==> src/hw/rtl/hsvc_pkg.sv <==
`timescale 1ns / 1ps
`default_nettype none

package hsvc_pkg;

    // Blend factor fraction bits (8..24) and the table's native precision.
    localparam int FRAC_BITS = 16;
    localparam int TAB_BITS  = 24;
    localparam int DROP      = TAB_BITS - FRAC_BITS;

    // Widths that follow from FRAC_BITS.
    localparam int FQ_W   = FRAC_BITS + 1;       // blend factor, 0..2^FB inclusive
    localparam int PROD_W = FRAC_BITS + 9;       // s * fq
    localparam int DIFF_W = FRAC_BITS + 8;       // 255*2^FB - s*fq
    localparam int BIG_W  = FRAC_BITS + 16;      // v * diff

    localparam logic [DIFF_W-1:0] FULL_SCALE = DIFF_W'(255) << FRAC_BITS;

    // x / 255 == (x * RECIP_255) >> 23 for every 16-bit x.
    localparam logic [16:0] RECIP_255 = 17'd32897;

    localparam logic [24:0] TAB_ONE = 25'd16777216;

    // Color-wheel sector, hue / 60 with out-of-range hue folded to sector 0.
    typedef enum logic [2:0] {
        SEC_RED_YEL = 3'd0,
        SEC_YEL_GRN = 3'd1,
        SEC_GRN_CYN = 3'd2,
        SEC_CYN_BLU = 3'd3,
        SEC_BLU_MAG = 3'd4,
        SEC_MAG_RED = 3'd5
    } t_sector;

    typedef struct packed {
        t_sector    sector;
        logic [7:0] sat;
        logic [7:0] val;
    } t_pix;

    // round(2^24 * (1 + cos(3k deg)) / 2), k = 0..30
    function automatic logic [23:0] blend_quarter(input logic [4:0] k);
        logic [23:0] e;
        case (k)
            5'd0:  e = 24'd16777215; // 2^24 itself handled by caller
            5'd1:  e = 24'd16765720;
            5'd2:  e = 24'd16731262;
            5'd3:  e = 24'd16673938;
            5'd4:  e = 24'd16593905;
            5'd5:  e = 24'd16491381;
            5'd6:  e = 24'd16366648;
            5'd7:  e = 24'd16220048;
            5'd8:  e = 24'd16051983;
            5'd9:  e = 24'd15862912;
            5'd10: e = 24'd15653356;
            5'd11: e = 24'd15423887;
            5'd12: e = 24'd15175134;
            5'd13: e = 24'd14907781;
            5'd14: e = 24'd14622559;
            5'd15: e = 24'd14320250;
            5'd16: e = 24'd14001682;
            5'd17: e = 24'd13667730;
            5'd18: e = 24'd13319308;
            5'd19: e = 24'd12957371;
            5'd20: e = 24'd12582912;
            5'd21: e = 24'd12196956;
            5'd22: e = 24'd11800562;
            5'd23: e = 24'd11394816;
            5'd24: e = 24'd10980830;
            5'd25: e = 24'd10559740;
            5'd26: e = 24'd10132698;
            5'd27: e = 24'd9700875;
            5'd28: e = 24'd9265456;
            5'd29: e = 24'd8827634;
            5'd30: e = 24'd8388608;
            default: e = 24'd8388608;
        endcase
        return e;
    endfunction

    // Full 25-bit table value, entry 0 being exactly 2^24.
    function automatic logic [24:0] blend_entry(input logic [4:0] k);
        logic [24:0] e;
        if (k == 5'd0) begin
            e = TAB_ONE;
        end else begin
            e = {1'b0, blend_quarter(k)};
        end
        return e;
    endfunction

endpackage

`default_nettype wire

==> src/hw/rtl/hsvc_phase.sv <==
`timescale 1ns / 1ps
`default_nettype none

// Stage 1: sector and mirrored phase (0..60) of the hue.
module hsvc_phase
    import hsvc_pkg::*;
(
    input  wire logic       i_clk,
    input  wire logic       i_rst_n,
    input  wire logic       i_en,
    input  wire logic       i_valid,
    input  wire logic [8:0] i_hue,
    input  wire logic [7:0] i_sat,
    input  wire logic [7:0] i_val,
    output logic            o_valid,
    output t_pix            o_pix,
    output logic [5:0]      o_phase
);

    logic       r_valid;
    t_pix       r_pix;
    logic [5:0] r_phase;
    t_pix       n_pix;
    logic [5:0] n_phase;
    logic [8:0] hue_mod;
    logic [6:0] mod120;

    always_comb begin
        // hue mod 120 by compare and subtract, hue < 512
        if (i_hue >= 9'd480)      hue_mod = i_hue - 9'd480;
        else if (i_hue >= 9'd360) hue_mod = i_hue - 9'd360;
        else if (i_hue >= 9'd240) hue_mod = i_hue - 9'd240;
        else if (i_hue >= 9'd120) hue_mod = i_hue - 9'd120;
        else                      hue_mod = i_hue;
        mod120 = hue_mod[6:0];

        if (mod120 > 7'd60) n_phase = 6'(7'd120 - mod120);
        else                n_phase = mod120[5:0];

        if (i_hue < 9'd60)       n_pix.sector = SEC_RED_YEL;
        else if (i_hue < 9'd120) n_pix.sector = SEC_YEL_GRN;
        else if (i_hue < 9'd180) n_pix.sector = SEC_GRN_CYN;
        else if (i_hue < 9'd240) n_pix.sector = SEC_CYN_BLU;
        else if (i_hue < 9'd300) n_pix.sector = SEC_BLU_MAG;
        else if (i_hue < 9'd360) n_pix.sector = SEC_MAG_RED;
        else                     n_pix.sector = SEC_RED_YEL;
        n_pix.sat = i_sat;
        n_pix.val = i_val;
    end

    always_ff @(posedge i_clk) begin
        if (!i_rst_n) begin
            r_valid <= 1'b0;
        end else if (i_en) begin
            r_valid <= i_valid;
        end
    end

    always_ff @(posedge i_clk) begin
        if (i_en) begin
            r_pix   <= n_pix;
            r_phase <= n_phase;
        end
    end

    assign o_valid = r_valid;
    assign o_pix   = r_pix;
    assign o_phase = r_phase;

endmodule

`default_nettype wire

==> src/hw/rtl/hsvc_blend.sv <==
`timescale 1ns / 1ps
`default_nettype none

// Stage 2: cosine table lookup and rounding to FRAC_BITS.
module hsvc_blend
    import hsvc_pkg::*;
(
    input  wire logic       i_clk,
    input  wire logic       i_rst_n,
    input  wire logic       i_en,
    input  wire logic       i_valid,
    input  wire t_pix       i_pix,
    input  wire logic [5:0] i_phase,
    output logic            o_valid,
    output t_pix            o_pix,
    output logic [FQ_W-1:0] o_fq
);

    logic            r_valid;
    t_pix            r_pix;
    logic [FQ_W-1:0] r_fq;
    logic [FQ_W-1:0] n_fq;
    logic [24:0]     f24;
    logic [25:0]     rnd;

    always_comb begin
        if (i_phase <= 6'd30) begin
            f24 = blend_entry(i_phase[4:0]);
        end else begin
            f24 = TAB_ONE - blend_entry(5'(6'd60 - i_phase));
        end
        // round half up to FRAC_BITS
        rnd  = ({f24, 1'b0} >> DROP) + 26'd1;
        n_fq = rnd[FQ_W:1];
    end

    always_ff @(posedge i_clk) begin
        if (!i_rst_n) begin
            r_valid <= 1'b0;
        end else if (i_en) begin
            r_valid <= i_valid;
        end
    end

    always_ff @(posedge i_clk) begin
        if (i_en) begin
            r_pix <= i_pix;
            r_fq  <= n_fq;
        end
    end

    assign o_valid = r_valid;
    assign o_pix   = r_pix;
    assign o_fq    = r_fq;

endmodule

`default_nettype wire

==> src/hw/rtl/hsvc_arith.sv <==
`timescale 1ns / 1ps
`default_nettype none

// Stages 3..5: products and exact floor divisions by 255 and by 255 * 2^FB.
module hsvc_arith
    import hsvc_pkg::*;
(
    input  wire logic            i_clk,
    input  wire logic            i_rst_n,
    input  wire logic            i_en,
    input  wire logic            i_valid,
    input  wire t_pix            i_pix,
    input  wire logic [FQ_W-1:0] i_fq,
    output logic                 o_valid,
    output t_sector              o_sector,
    output logic [7:0]           o_full,
    output logic [7:0]           o_mval,
    output logic [7:0]           o_nval
);

    // stage 3
    logic              r3_valid;
    t_pix              r3_pix;
    logic [PROD_W-1:0] r3_prod;
    logic [15:0]       r3_mnum;
    // stage 4
    logic              r4_valid;
    t_pix              r4_pix;
    logic [BIG_W-1:0]  r4_big;
    logic [15:0]       r4_mnum;
    // stage 5
    logic              r5_valid;
    t_pix              r5_pix;
    logic [7:0]        r5_mval;
    logic [7:0]        r5_nval;

    logic [DIFF_W-1:0] diff;
    logic [15:0]       nq;
    logic [32:0]       n_nmul;
    logic [32:0]       n_mmul;

    always_comb begin
        diff   = FULL_SCALE - DIFF_W'(r3_prod);
        nq     = r4_big[FRAC_BITS +: 16];
        n_nmul = 33'(nq) * 33'(RECIP_255);
        n_mmul = 33'(r4_mnum) * 33'(RECIP_255);
    end

    always_ff @(posedge i_clk) begin
        if (!i_rst_n) begin
            r3_valid <= 1'b0;
            r4_valid <= 1'b0;
            r5_valid <= 1'b0;
        end else if (i_en) begin
            r3_valid <= i_valid;
            r4_valid <= r3_valid;
            r5_valid <= r4_valid;
        end
    end

    always_ff @(posedge i_clk) begin
        if (i_en) begin
            r3_pix  <= i_pix;
            r3_prod <= PROD_W'(i_pix.sat) * PROD_W'(i_fq);
            r3_mnum <= 16'(i_pix.val) * 16'(8'd255 - i_pix.sat);

            r4_pix  <= r3_pix;
            r4_big  <= BIG_W'(r3_pix.val) * BIG_W'(diff);
            r4_mnum <= r3_mnum;

            r5_pix  <= r4_pix;
            r5_nval <= n_nmul[30:23];
            r5_mval <= n_mmul[30:23];
        end
    end

    assign o_valid  = r5_valid;
    assign o_sector = r5_pix.sector;
    assign o_full   = r5_pix.val;
    assign o_mval   = r5_mval;
    assign o_nval   = r5_nval;

endmodule

`default_nettype wire

==> src/hw/rtl/hsv_to_rgb_cosine_top.sv <==
`timescale 1ns / 1ps
`default_nettype none

// Smoothed HSV to RGB converter. One pixel (hue in degrees 0..359, 8-bit
// saturation and brightness) goes in per beat and one 8-bit RGB pixel comes
// out per beat. The pipeline is six register stages deep (phase, blend, three
// arithmetic stages and the output register): the edge that takes a pixel
// loads the first stage, and a new pixel can be taken every cycle while the
// output is not stalled. The blend F = 0.5 + 0.5*cos(hue*pi/60) comes from
// a 31-entry quarter-wave table rounded to FRAC_BITS fraction bits. Each
// channel is floor(v*c), c being 1, 1 - s/255 or 1 - (s/255)*F by sector,
// computed exactly, so a full channel is exactly v and zero saturation gives
// grey. Hue 360..511 uses sector 0 while F continues the 120-degree cosine.
// Backpressure stalls the whole pipeline at once: o_ready is low only while a
// finished pixel sits at the output unaccepted.
module hsv_to_rgb_cosine_top
    import hsvc_pkg::*;
(
    input  wire logic       i_clk,
    input  wire logic       i_rst_n,
    input  wire logic       i_valid,
    output logic            o_ready,
    input  wire logic [8:0] i_hue_degrees,
    input  wire logic [7:0] i_saturation,
    input  wire logic [7:0] i_brightness,
    output logic            o_valid,
    input  wire logic       i_ready,
    output logic [7:0]      o_red_out,
    output logic [7:0]      o_green_out,
    output logic [7:0]      o_blue_out
);

    // pipeline advance: free unless the output beat is held
    logic            en;

    logic            s1_valid;
    t_pix            s1_pix;
    logic [5:0]      s1_phase;
    logic            s2_valid;
    t_pix            s2_pix;
    logic [FQ_W-1:0] s2_fq;
    logic            s5_valid;
    t_sector         s5_sector;
    logic [7:0]      s5_full;
    logic [7:0]      s5_mval;
    logic [7:0]      s5_nval;

    // output stage
    logic            r_valid;
    logic [7:0]      r_red;
    logic [7:0]      r_green;
    logic [7:0]      r_blue;
    logic [7:0]      n_red;
    logic [7:0]      n_green;
    logic [7:0]      n_blue;

    assign en      = !r_valid || i_ready;
    assign o_ready = en;

    hsvc_phase u_phase (
        .i_clk   (i_clk),
        .i_rst_n (i_rst_n),
        .i_en    (en),
        .i_valid (i_valid),
        .i_hue   (i_hue_degrees),
        .i_sat   (i_saturation),
        .i_val   (i_brightness),
        .o_valid (s1_valid),
        .o_pix   (s1_pix),
        .o_phase (s1_phase)
    );

    hsvc_blend u_blend (
        .i_clk   (i_clk),
        .i_rst_n (i_rst_n),
        .i_en    (en),
        .i_valid (s1_valid),
        .i_pix   (s1_pix),
        .i_phase (s1_phase),
        .o_valid (s2_valid),
        .o_pix   (s2_pix),
        .o_fq    (s2_fq)
    );

    hsvc_arith u_arith (
        .i_clk    (i_clk),
        .i_rst_n  (i_rst_n),
        .i_en     (en),
        .i_valid  (s2_valid),
        .i_pix    (s2_pix),
        .i_fq     (s2_fq),
        .o_valid  (s5_valid),
        .o_sector (s5_sector),
        .o_full   (s5_full),
        .o_mval   (s5_mval),
        .o_nval   (s5_nval)
    );

    // Channel routing per sector: full (1), m and n components.
    always_comb begin
        unique case (s5_sector)
            SEC_YEL_GRN: begin
                n_red = s5_nval; n_green = s5_full; n_blue = s5_mval;
            end
            SEC_GRN_CYN: begin
                n_red = s5_mval; n_green = s5_full; n_blue = s5_nval;
            end
            SEC_CYN_BLU: begin
                n_red = s5_mval; n_green = s5_nval; n_blue = s5_full;
            end
            SEC_BLU_MAG: begin
                n_red = s5_nval; n_green = s5_mval; n_blue = s5_full;
            end
            SEC_MAG_RED: begin
                n_red = s5_full; n_green = s5_mval; n_blue = s5_nval;
            end
            default: begin
                n_red = s5_full; n_green = s5_nval; n_blue = s5_mval;
            end
        endcase
    end

    always_ff @(posedge i_clk) begin
        if (!i_rst_n) begin
            r_valid <= 1'b0;
        end else if (en) begin
            r_valid <= s5_valid;
        end
    end

    always_ff @(posedge i_clk) begin
        if (en) begin
            r_red   <= n_red;
            r_green <= n_green;
            r_blue  <= n_blue;
        end
    end

    assign o_valid     = r_valid;
    assign o_red_out   = r_red;
    assign o_green_out = r_green;
    assign o_blue_out  = r_blue;

endmodule

`default_nettype wire

==> config.mk <==
export PLATFORM = sky130hd
export DESIGN_NAME = hsv_to_rgb_cosine_top
export DESIGN_NICKNAME = d
export VERILOG_FILES = /design/src/hw/rtl/hsvc_pkg.sv /design/src/hw/rtl/hsvc_phase.sv /design/src/hw/rtl/hsvc_blend.sv /design/src/hw/rtl/hsvc_arith.sv /design/src/hw/rtl/hsv_to_rgb_cosine_top.sv
export SDC_FILE = /design/constraint.sdc
export NUM_CORES = 1
export LEC_CHECK = 0
export BUFFER_PORTS_ARGS = -buffer_cell sky130_fd_sc_hd__buf_2
export CAP_MARGIN = 20
export CORE_MARGIN = 8
export CORE_UTILIZATION = 45
export DETAILED_ROUTE_END_ITERATION = 10
export PLACE_DENSITY = 0.59
export SLEW_MARGIN = 20
export SYNTH_ARGS = -nofsm -noshare
export SYNTH_HDL_FRONTEND = slang
export SYNTH_SLANG_ARGS = --single-unit
==> constraint.sdc <==
create_clock -name i_clk -period 12.4 [get_ports i_clk]
set_input_delay 2.48 -clock i_clk [delete_from_list [all_inputs] [get_ports i_clk]]
set_output_delay 2.48 -clock i_clk [all_outputs]
set_load 0.1 [all_outputs]
# Word level (Yosys, flattened, before mapping)

Memory sizes are Yosys's and may differ from the RTL's. A register that Yosys moved wholly into a read port is not among the register bits.
Cells that the tools add are included.

Memories kept: 2
Register bits after elaboration: 228
Bits of input ports: 29
Output and inout port bits: 26
ROM bits: 1,472
Logic and storage cells: 95

Memory list:

| name            | words | width | read ports | clocked after memory_dff | wr ports | line           | source |
|---|---|---|---|---|---|---|---|
| (no name shown) | 32    | 23    | 1          | 1                        | 0        | hsvc_pkg.sv:43 | `case (k)` |
| (no name shown) | 32    | 23    | 1          | 0                        | 0        | hsvc_pkg.sv:43 |  |

Equal/unequal tests: 5
Magnitude comparators: 12
Reduce and logical (&&, ||, !) cells: 12
Add/subtract/negate cells: 10
Multiplexer cells: 18
Multiply operators: 5

Operator list:

| operator                                                       | count |
|---|---|
| two-way mux 25 bit                                             | 4 |
| multiplier 16 x 16 -> 31 bit (second input constant)           | 2 |
| one-hot mux 8 bit (2 select lines)                             | 3 |
| multiplier 8 x 24 -> 32 bit                                    | 1 |
| two-way mux 7 bit                                              | 4 |
| subtractor 7 bit (second input constant)                       | 4 |
| subtractor 25 bit (first input constant)                       | 1 |
| multiplier 8 x 17 -> 24 bit                                    | 1 |
| subtractor 24 bit (first input constant)                       | 1 |
| adder 18 x 1 -> 18 bit (second input constant)                 | 1 |
| >= comparator 9 bit (second input constant)                    | 2 |
| less-than comparator 9 x 8 -> 1 bit (second input constant)    | 2 |
| less-than comparator 9 bit (second input constant)             | 2 |
| multiplier 8 x 16 -> 16 bit                                    | 1 |
| OR reduction 2 bit                                             | 7 |
| zero test 5 bit                                                | 2 |
| >= comparator 9 x 7 -> 1 bit (second input constant)           | 1 |
| >= comparator 9 x 8 -> 1 bit (second input constant)           | 1 |
| less-than comparator 9 x 6 -> 1 bit (second input constant)    | 1 |
| less-than comparator 9 x 7 -> 1 bit (second input constant)    | 1 |
| subtractor 8 x 8 -> 9 bit (first input constant)               | 1 |
| greater-than comparator 7 x 6 -> 1 bit (second input constant) | 1 |
| equality test 3 x 2 -> 1 bit (second input constant)           | 2 |
| equality test 3 bit (second input constant)                    | 2 |
| 12 further kinds                                               | 14 |

# Longest topological paths before layout

Word-level depth: 8
Mapped depth: 25
Gate-level depth less buffers: 25

# By module

From an unflattened synthesis, not the netlist that was laid out.

Cells, all modules: 2,624
Area, all modules: 25,968.7 um2

Modules (own cells, without submodules):

| module                | seq. area each (um2) | area an instance (um2) | cells an instance | instances |
|---|---|---|---|---|
| hsvc_arith            | 3,693.5              | 18,258.8               | 1,788             | 1 |
| hsvc_blend            | 1,101.1              | 4,167.7                | 510               | 1 |
| hsv_to_rgb_cosine_top | 740.7                | 1,974.4                | 194               | 1 |
| hsvc_phase            | 770.7                | 1,567.8                | 132               | 1 |

# Worst setup path after synthesis

OpenSTA, ideal clock, no wires.

Path type: in2reg
Start: input port i_ready
End: register (tool-made name)
Stages on the path: 9
Slack: 466 ps
Data arrival time: 11,816 ps
Path buffers: 3
Library setup time: 117 ps
Cell sequence: nor2b_1 inv_1 clkbuf_1 a31oi_1 nand2_1 buf_2 clkbuf_1 o21ai_0 a32o_1

RTL lines:

| what        | line                        | source |
|---|---|---|
| from (decl) | hsv_to_rgb_cosine_top.sv:27 | `input wire logic i_ready,` |

# Worst setup path after layout

Start: register u_arith.r3_prod[0]
End: register u_arith.r4_big[31], data pin

Longest elaborated chain between the ends: 2

Ends and longest elaborated chain:

| what                        | line             | source |
|---|---|---|
| from (decl)                 | hsvc_arith.sv:24 | `logic [PROD_W-1:0] r3_prod;` |
| from (signal assigned)      | hsvc_arith.sv:64 | `r3_prod <= PROD_W'(i_pix.sat) * PROD_W'(i_fq);` |
| subtractor 24 bit           | hsvc_arith.sv:43 | `diff = FULL_SCALE - DIFF_W'(r3_prod);` |
| multiplier 8 x 24 -> 32 bit | hsvc_arith.sv:68 | `r4_big <= BIG_W'(r3_pix.val) * BIG_W'(diff);` |
| to (signal assigned)        | hsvc_arith.sv:68 |  |
| to (decl)                   | hsvc_arith.sv:29 | `logic [BIG_W-1:0] r4_big;` |

No other way between the ends.
A chain may end at the register's enable or synchronous reset.

==> run metrics <==
via count of the first global-routing pass 18900; setup repair after global routing missed its margin no; largest net degree at the start of global routing 82; Ports 55; H-tree depth reported by CTS 1; full die area 65900 um^2; status complete, no violations; post-route ant nets 0; grt ovf 0; Fillers 5410; root buf cell clkbuf_16; Reg clk slew, reported paths 0.06 ns; synthesized instance count 2665; Final Hold Viols 0; Slew @ Worst Pin 1.05 ns; Non-Filler Instances 3439; post-synthesis async set-or-reset flop share 0; Storage cell area 6630 um^2; simple logic cell fraction of the synthesized area 0.178; Wirelength per Cell 17.3 um; Compound-Gate Fraction of Synth Area 0.120; post-synthesis mux area share 0.0145; drt via density 5.46; total number of vias 18800; nets 3228; Post-CTS Setup Inserts 0; Core Area 57500 um^2; ratio of cells with drive above 1 in the final layout 0.0629; total negative setup slack 0 ns; FP Rows 88; Mapped Nets 3242; area of the multi-input gates 17800 um^2; Die H 257 um; Port Buf Inserts 54; DP Worst Slack 4.82 ns; main combinational cell family by area after synthesis adder cells; crit share post-route 0.607; die extent in x 257 um; # DRC 0; worst skew pair latency 0.59 ns; sequential fraction of the synthesis area 0.254; number of flops mapped to enable cells by yosys 206; WS Path Type reg -> reg; Yosys warning count 0; hold path cells 0; RD Place Congestion 0.856; final setup fails 0; Final min period 7.53 ns; Synth Flop Type edfxtp_1; Fmax achieved 133 MHz; peak fanout along the critical path 9; CP Capture Type register; worst path required time 12.75 ns; DRT Wirelength 59.4 mm; number of CTS-inserted buffers 28; initial DRC count 994; xor-xnor portion of the synthesized cell area 0.0339; Synth Cell Area 26100 um^2; Final WS setup 4.87 ns; Max Buffers Root-to-Sink 3; Synth Area in Adders 0.337; first-pass iteration count of the detailed router 5; max_slew headroom 0.299; max_cap viols 0; Starting Density 0.454; hpwl dp 45.1 mm; DP Cell Count 3386; first-pass GRT wire length 97.3 mm; mean post-synth cell area 9.78 um^2; CP startpoint kind register; Layout area overhead 7.32%; cts hold-fix bufs 0; clk sinks 228; Slew Viols, Final 0; Worst Skew 0.0306 ns; CTS tree done; synthesized flop and latch total 228; R2R depth 24; Cell variety after synth 93; min-delay worst type reg -> reg; CP arrival 7.88 ns; total global-route track usage 0.175; initial antenna violation count 0; CTS resizes 0
==> final cells by class <==
class	count	share of cell area
Sequential cell	228	0.237
Antenna cell	1	0.0000894
Clock inverter	21	0.0113
Multi-Input combinational cell	2022	0.637
Timing Repair Buffer	73	0.0149
Tap cell	765	0.0342
Inverter	298	0.0402
Clock buffer	31	0.0254
==> metrics by stage <==
stage	util	cell area (um^2)	hold WS (ns)
6_report	0.487	28000	0.402
5_1_grt	0.487	28000	0.399
4_1_cts	0.487	28000	0.390
3_5_place_dp	0.469	27000	0.405
3_3_place_gp	0.469	26900	0.400
2_1_floorplan	-	26100	0.400
==> cell usage in the layout (no fill, tap or decap), drive strengths merged, types with 9 or more instances in the layout <==
master / Yosys / layout
a211oi: 25 / 25
a21boi: 15 / 15
a21o: 23 / 23
a21oi: 112 / 112
a221oi: 13 / 13
a22o: 12 / 12
a31oi: 26 / 26
and2: 239 / 239
and3: 18 / 18
buf: 38 / 73
clkbuf: 79 / 31
clkinv: 1 / 10
dfxtp: 22 / 22
edfxtp: 206 / 206
fa: 256 / 256
ha: 292 / 292
inv: 297 / 301
mux2i: 30 / 30
nand2: 207 / 207
nand2b: 55 / 55
nand3: 42 / 42
nand4: 10 / 10
nor2: 128 / 128
nor2b: 60 / 60
nor3: 59 / 59
o2111ai: 9 / 9
o211ai: 13 / 13
o21a: 23 / 23
o21ai: 90 / 90
o22ai: 17 / 17
o31ai: 18 / 18
or2: 14 / 14
or3: 14 / 14
xnor2: 70 / 70
xor2: 27 / 27
==> sequential cells by signal, summed over array words and instances (netlist names), 3 cells and up, named ones only <==
| name | flops |
|---|---|
| o_blue_out | 8 |
| o_green_out | 8 |
| o_red_out | 8 |
| u_arith.o_full | 8 |
| u_arith.o_mval | 8 |
| u_arith.o_nval | 8 |
| u_arith.o_sector | 3 |
| u_arith.r3_mnum | 16 |
| u_arith.r3_pix | 11 |
| u_arith.r3_prod | 24 |
| u_arith.r4_big | 16 |
| u_arith.r4_mnum | 16 |
| u_arith.r4_pix | 11 |
| u_blend.o_fq | 17 |
| u_blend.o_pix | 19 |
| u_phase.o_phase | 6 |
| u_phase.o_pix | 19 |
==> cells in the mapped netlist (all sizes together), types with 25 or more instances <==
master,number,area (um^2)
a211oi,25,193
nand2b,55,344
and2,239,1500
inv,297,1110
edfxtp,206,6190
nor2,128,483
clkbuf,79,297
a31oi,26,163
nor2b,60,375
nand2,207,777
o21ai,90,454
mux2i,30,300
xnor2,70,621
xor2,27,263
buf,38,205
nand3,42,210
fa,256,5120
a21oi,112,561
ha,292,3650
nor3,59,320
==> path summary, 6_finish.rpt <==
path	start	endpoint	slack, ns
setup / recovery	u_arith.r3_prod[0]	u_arith.r4_big[31]	4.87
hold / removal	u_phase.o_pix[17]	u_blend.o_pix[17]	0.40
hold reg to reg	u_phase.o_pix[17]	u_blend.o_pix[17]	0.40
setup reg to reg	u_arith.r3_prod[0]	u_arith.r4_big[31]	4.87
==> metal layers <==
| metal | vias to the layer above | track usage | part of all wire |
|---|---|---|---|
| li1 | 9071 | - | - |
| met1 | 9277 | 0.226 | 0.44 |
| met2 | 352 | 0.311 | 0.50 |
| met3 | 91 | 0.0196 | 0.034 |
| met4 | 0 | 0.0452 | 0.025 |
| met5 | - | 0 | 0 |
==> cells by family (layout without fill, tap and decap cells) <==
logic type,count (synthesis),after routing
compound gates,465,465
xor+xnor,97,97
fa+ha+maj,549,549
buf+inv,415,423
flops,228,228
mux,36,36
other cells,0,1
simple gates,875,875
==> critical path, stage by stage, from the launching register on <==
cell and delay [ns]:
edfxtp_1 0.49, nor3_1 0.32, nand2b_1 0.12, nor4_1 0.44, nand2_1 0.27, xor2_1 0.45, and2_1 0.22, fa_1 0.44
fa_1 0.48, fa_1 0.54, inv_1 0.06, fa_1 0.53, inv_1 0.04, ha_1 0.32, a21o_1 0.16, a21oi_1 0.13
o21ai_0 0.12, a21oi_1 0.17, o31ai_1 0.15, a41oi_1 0.36, a211oi_1 0.17, a41o_1 0.32, a221o_1 0.36, or4_1 0.47
and3_1 0.17
Power is left out: the tool's default activity adds up to more than one toggle a clock period on the data nets, which glitch-free logic cannot reach.
